**config.mk**
```make
export PLATFORM = sky130hd
export DESIGN_NAME = gtr_ctrl
export DESIGN_NICKNAME = d
export VERILOG_FILES = /design/src/design/gtr_pkg.sv /design/src/design/gtr_ctrl.sv
export SDC_FILE = /design/constraint.sdc
export NUM_CORES = 1
export LEC_CHECK = 0
export BUFFER_PORTS_ARGS = -buffer_cell sky130_fd_sc_hd__buf_2
export CELL_PAD_IN_SITES_DETAIL_PLACEMENT = 0
export CELL_PAD_IN_SITES_GLOBAL_PLACEMENT = 1
export CORE_MARGIN = 10
export CORE_UTILIZATION = 31
export CTS_BUF_LIST = sky130_fd_sc_hd__clkbuf_8 sky130_fd_sc_hd__clkbuf_16
export CTS_CLUSTER_DIAMETER = 40
export DETAILED_ROUTE_END_ITERATION = 8
export PLACE_DENSITY_LB_ADDON = 0.1
export SETUP_SLACK_MARGIN = 0.05
export SLEW_MARGIN = 20
export SYNTH_ARGS = -nofsm -noshare
export SYNTH_HDL_FRONTEND = slang
export SYNTH_SLANG_ARGS = --single-unit
```
**constraint.sdc**
```tcl
create_clock -name clk -period 2.3 [get_ports clk]
set_input_delay 0.575 -clock clk [delete_from_list [all_inputs] [get_ports clk]]
set_output_delay 0.575 -clock clk [all_outputs]
set_load 0.005 [all_outputs]
```
**src/design/gtr_pkg.sv**
```systemverilog
// Shared types and constants for the grid treasure reachability block.
`default_nettype none

package gtr_pkg;

  localparam int DIM_W   = 7;   // grid_rows / grid_cols register width
  localparam int START_W = 6;   // start_row / start_col register width
  localparam int KIND_W  = 2;   // cell code width
  localparam int CFG_IDX_W  = 2;
  localparam int CFG_DATA_W = 7;
  localparam int IN_TDATA_W  = 8;
  localparam int OUT_TDATA_W = 8;

  localparam logic [KIND_W-1:0] KIND_WALL     = 2'd1;
  localparam logic [KIND_W-1:0] KIND_TREASURE = 2'd2;

  typedef enum logic [CFG_IDX_W-1:0] {
    REG_GRID_ROWS = 2'd0,
    REG_GRID_COLS = 2'd1,
    REG_START_ROW = 2'd2,
    REG_START_COL = 2'd3
  } reg_idx_t;

  // controller -> datapath
  typedef struct packed {
    logic cfg_wr;     // take the config write
    logic load;       // store the incoming cell
    logic div_init;   // start recomputing row/col of the load position
    logic div_step;   // one quotient bit
    logic clr_step;   // clear one visited entry
    logic srch_init;  // push the start cell
    logic top_rd;     // read top cell kind, mark it visited, restart direction
    logic nb_rd;      // read kind and visited of the current neighbor
    logic dir_next;   // advance to the next direction
    logic mark_nb;    // mark current neighbor visited (wall)
    logic push;       // push current neighbor
    logic pop;        // drop top, fetch the one below
    logic pop_fill;   // load fetched entry as top
  } cmd_t;

  // datapath -> controller
  typedef struct packed {
    logic load_last;  // next cell completes the grid
    logic div_done;
    logic clr_last;   // last entry of the clear sweep
    logic top_treas;  // top cell is a treasure
    logic nb_in;      // neighbor in current direction is inside the grid
    logic dir_last;   // current direction is the last one
    logic nb_vis;     // neighbor already visited
    logic nb_wall;    // neighbor is a wall
    logic depth_one;  // stack holds only the top entry
  } sts_t;

endpackage

`default_nettype wire

```
**src/design/gtr_ctrl.sv**
```systemverilog
// Controller: sequences load, divider, clear sweep and depth-first search; owns the result register.
`default_nettype none

module gtr_ctrl (
  input  wire logic          clk,
  input  wire logic          rst_n,
  input  wire logic          in_tvalid,
  output logic               in_tready,
  input  wire logic          cfg_valid,
  output logic               cfg_ready,
  output logic               out_valid,
  output logic               out_res,
  input  wire logic          out_tready,
  input  wire gtr_pkg::sts_t sts,
  output gtr_pkg::cmd_t      cmd
);

  typedef enum logic [3:0] {
    S_LOAD,
    S_DIVI,
    S_DIV,
    S_CLEAR,
    S_TOP,
    S_TOPCHK,
    S_NB,
    S_NBCHK,
    S_POP,
    S_POPW
  } state_t;

  state_t state_r, state_nxt;
  logic   out_valid_r, out_valid_nxt;
  logic   out_res_r, out_res_nxt;

  always_comb begin
    cmd           = '0;
    in_tready     = 1'b0;
    cfg_ready     = 1'b0;
    state_nxt     = state_r;
    out_valid_nxt = out_valid_r && !out_tready;
    out_res_nxt   = out_res_r;
    unique case (state_r)
      S_LOAD: begin
        cfg_ready  = 1'b1;
        // a completing cell waits until the previous result is taken
        in_tready  = !cfg_valid && !(out_valid_r && sts.load_last);
        cmd.cfg_wr = cfg_valid;
        cmd.load   = in_tvalid && in_tready;
        if (cfg_valid)
          state_nxt = S_DIVI;
        else if (cmd.load && sts.load_last)
          state_nxt = S_CLEAR;
      end
      S_DIVI: begin
        cmd.div_init = 1'b1;
        state_nxt    = S_DIV;
      end
      S_DIV: begin
        if (sts.div_done)
          state_nxt = S_LOAD;
        else
          cmd.div_step = 1'b1;
      end
      S_CLEAR: begin
        cmd.clr_step = 1'b1;
        if (sts.clr_last) begin
          cmd.srch_init = 1'b1;
          state_nxt     = S_TOP;
        end
      end
      S_TOP: begin
        cmd.top_rd = 1'b1;
        state_nxt  = S_TOPCHK;
      end
      S_TOPCHK: begin
        if (sts.top_treas) begin
          out_valid_nxt = 1'b1;
          out_res_nxt   = 1'b1;
          state_nxt     = S_LOAD;
        end else begin
          state_nxt = S_NB;
        end
      end
      S_NB: begin
        if (sts.nb_in) begin
          cmd.nb_rd = 1'b1;
          state_nxt = S_NBCHK;
        end else if (sts.dir_last) begin
          state_nxt = S_POP;
        end else begin
          cmd.dir_next = 1'b1;
        end
      end
      S_NBCHK: begin
        if (!sts.nb_vis && !sts.nb_wall) begin
          cmd.push  = 1'b1;
          state_nxt = S_TOP;
        end else begin
          cmd.mark_nb = sts.nb_wall && !sts.nb_vis;
          if (sts.dir_last) begin
            state_nxt = S_POP;
          end else begin
            cmd.dir_next = 1'b1;
            state_nxt    = S_NB;
          end
        end
      end
      S_POP: begin
        cmd.pop = 1'b1;
        if (sts.depth_one) begin
          out_valid_nxt = 1'b1;
          out_res_nxt   = 1'b0;
          state_nxt     = S_LOAD;
        end else begin
          state_nxt = S_POPW;
        end
      end
      S_POPW: begin
        cmd.pop_fill = 1'b1;
        state_nxt    = S_TOP;
      end
      default: state_nxt = S_LOAD;
    endcase
  end

  always_ff @(posedge clk) begin
    if (!rst_n) begin
      state_r     <= S_LOAD;
      out_valid_r <= 1'b0;
      out_res_r   <= 1'b0;
    end else begin
      state_r     <= state_nxt;
      out_valid_r <= out_valid_nxt;
      out_res_r   <= out_res_nxt;
    end
  end

  assign out_valid = out_valid_r;
  assign out_res   = out_res_r;

`ifndef SYNTHESIS
  a_no_overrun: assert property (@(posedge clk) disable iff (!rst_n)
    (in_tvalid && in_tready && sts.load_last) |-> !out_valid_r)
    else $error("grid completed while previous result pending");

  a_result_source: assert property (@(posedge clk) disable iff (!rst_n)
    $rose(out_valid_r) |-> ($past(state_r) == S_TOPCHK || $past(state_r) == S_POP))
    else $error("result raised outside search end");
`endif

endmodule

`default_nettype wire
```
==> impl_metrics.tcl <==
set metrics [dict create \
    worstPathRequired_ns 1.73 \
    yosys_warnings 0 \
    root_buffer "clkbuf_8" \
    die_w_um 63.0 \
    fmaxAchievable_mhz 463 \
    finalSetupViolCount 0 \
    cts_setup_buffers 0 \
    drc 0 \
    layout_commonest_cell "buf_2" \
    critPathLaunchType "register" \
    numCtsBuffers 3 \
    finalClockSkew_ns 0.000905 \
    cellLeakagePower_nw 0.356 \
    io_buffers 30 \
    crit_slowest_cell "dfxtp_1" \
    wl_um 1920 \
    dp_hpwl_um 1550 \
    synth_edf_count 0 \
    rsz0062_at_grt "yes" \
    drv_cap 0 \
    crit_arrival_ns 1.58 \
    finalHoldViolations 0 \
    start_util_pct 32.8 \
    cp_max_fo 13 \
    coreArea_mm2 0.00175 \
    die_h_um 63.0 \
    worst-path-buf-inv 1 \
    clkSinkCount 6 \
    synth_cell_type_count 37 \
    critPathKind "reg2out" \
    ir_drop_uv 361 \
    rows 15 \
    routed_via_density 5.08 \
    synthFlopType "dfxtp_1" \
    synth.net_count 88 \
    power_density_mw_per_mm2 820 \
    period_minus_slack_ns 2.16 \
    slowest_delay_ns 0.58 \
    fin_nets 122 \
    place_ws_ns 0.264 \
    cts_tree "yes" \
    cpLargestDelayFamily "simple AND/OR/NAND/NOR gates" \
    layout_common_cells "buf_2, a21oi_1, nand2_1, dfxtp_1, nor2_1" \
    ys_seq_area_share_pct 21.0 \
    antenna_found_initial 0 \
    gp_congestion 0.826 \
    postSynthCellCount 74 \
    setup_tns_ns 0 \
    drt-initial-drc-count 11 \
    clkTransAtPathRegs_ns 0.04 \
    netlist_area_um2 573 \
    grt_pass1_wl_um 3130 \
    clockBufferDepth 2 \
    drive_gt1_share_pct 40.6 \
    drv_slew 0 \
    synth.avg_cell_area_um2 7.74 \
    clock_latency_ns 0.22 \
    ys_ff_latch 6 \
    cp_cell_sequence "nand4b_1, or3_1, nand2_1, buf_2" \
    cp-end-kind "output port" \
    worst_pin_slew_ns 0.436 \
    ios 31 \
    die-area_mm2 0.00397 \
    worst_slack_ns 0.140 \
    vias 665 \
    status "finished clean" \
    max_slew_margin_pct 70.9 \
    grt.total_usage_pct 9.73 \
    h-tree-depth 1 \
    grt_overflow 0 \
    wl_per_cell_um 14.7 \
    grt_max_degree 14 \
    diodes 0 \
    period_share_pct 93.9 \
    dr.pass1.iters 4 \
    area_growth_pct 40.8 \
    async_reset_ff_share_pct 0 \
    drtAntennaViolNets 0 \
    min_path_type "reg2reg" \
    first_global_vias 646 \
]
==> path summary, 6_finish.rpt <==
path / startpoint / to / slack [ns] / cells after the start
hold / removal: out_res$_SDFFE_PN0P_ / out_res$_SDFFE_PN0P_ / 0.45 / 2
hold reg to reg: out_res$_SDFFE_PN0P_ / out_res$_SDFFE_PN0P_ / 0.45 / 2
setup / recovery: state_r[2]$_SDFFE_PN0P_ / cmd[4] / 0.14 / 4
setup reg to reg: state_r[0]$_SDFFE_PN0P_ / state_r[1]$_SDFFE_PN0P_ / 0.58 / 6
==> stage by stage <==
step	hold WS [ns]	cells	power (W)	util (%)	area, um2
2_1_floorplan	0.453	74	0.000386	-	573
3_3_place_gp	0.445	128	0.000503	43.2	753
3_5_place_dp	0.451	128	0.000497	43.2	753
4_1_cts	0.456	131	0.000662	45.7	797
5_1_grt	0.478	131	0.000717	46.2	807
6_report	0.452	131	0.000662	46.2	807
==> power by group <==
group | switching, W | internal [W]
Clock | 0.0000465 | 0.000113
Combinational | 0.000179 | 0.000161
Sequential | 0.0000409 | 0.000122
==> tightest hold or removal path: cells and delay by family (launching register included) <==
family,cells,cell delay (ns)
AO/OA/AOI/OAI,1,0.05
AND/OR/NAND/NOR,1,0.05
flip-flops,1,0.30
==> synthesized netlist by cell type, drive strengths merged, types with 2 or more instances <==
master  number  area (um2)
inv          3        11.3
nand2        6        22.5
and2         5        31.3
buf          5        31.3
nand3b       2        15.0
a21oi        7        35.0
nor4b        3        26.3
nor3         4        20.0
nand2b       2        12.5
dfxtp        6         120
nor3b        3        27.5
nor2         6        22.5
==> what timing repair did <==
action | in CTS | in global routing
setup endpoints to repair | 1 | 2
pin swaps | 0 | 0
gates resized for setup | 1 | 2
hold buffers | 0 | 0
==> sequential cells by signal, summed over array words and instances, names as in the netlist <==
signal and flops:
state_r 4, out_res 1, out_valid 1
==> area by class of cell <==
class                   instances  area, um2
inverters                       3       11.3
repair buffers                 34        180
well taps                      25       31.3
flip-flops and latches          6        120
clock buffers                   3       41.3
fillers                       203        938
multi-input cells              60        423
==> metal layers <==
| layer | vias to the layer above | GRT usage [%] | routed length (um) |
|---|---|---|---|
| met5 | - | 0 | 0 |
| met4 | 0 | 6.98 | 53 |
| met3 | 4 | 2.33 | 103 |
| met2 | 19 | 15.4 | 960 |
| met1 | 299 | 11.1 | 803 |
| li1 | 343 | - | - |
==> cell families after synthesis <==
logic type / after synthesis / share of synthesized area [%]
AND/OR/NAND/NOR: 39 / 42.4
multiplexers: 1 / 1.75
XOR/XNOR: 1 / 1.53
buffers and inverters: 8 / 7.42
AO/OA/AOI/OAI: 19 / 26.0
flip-flops: 6 / 21.0
(Power assumes the default switching activity.)
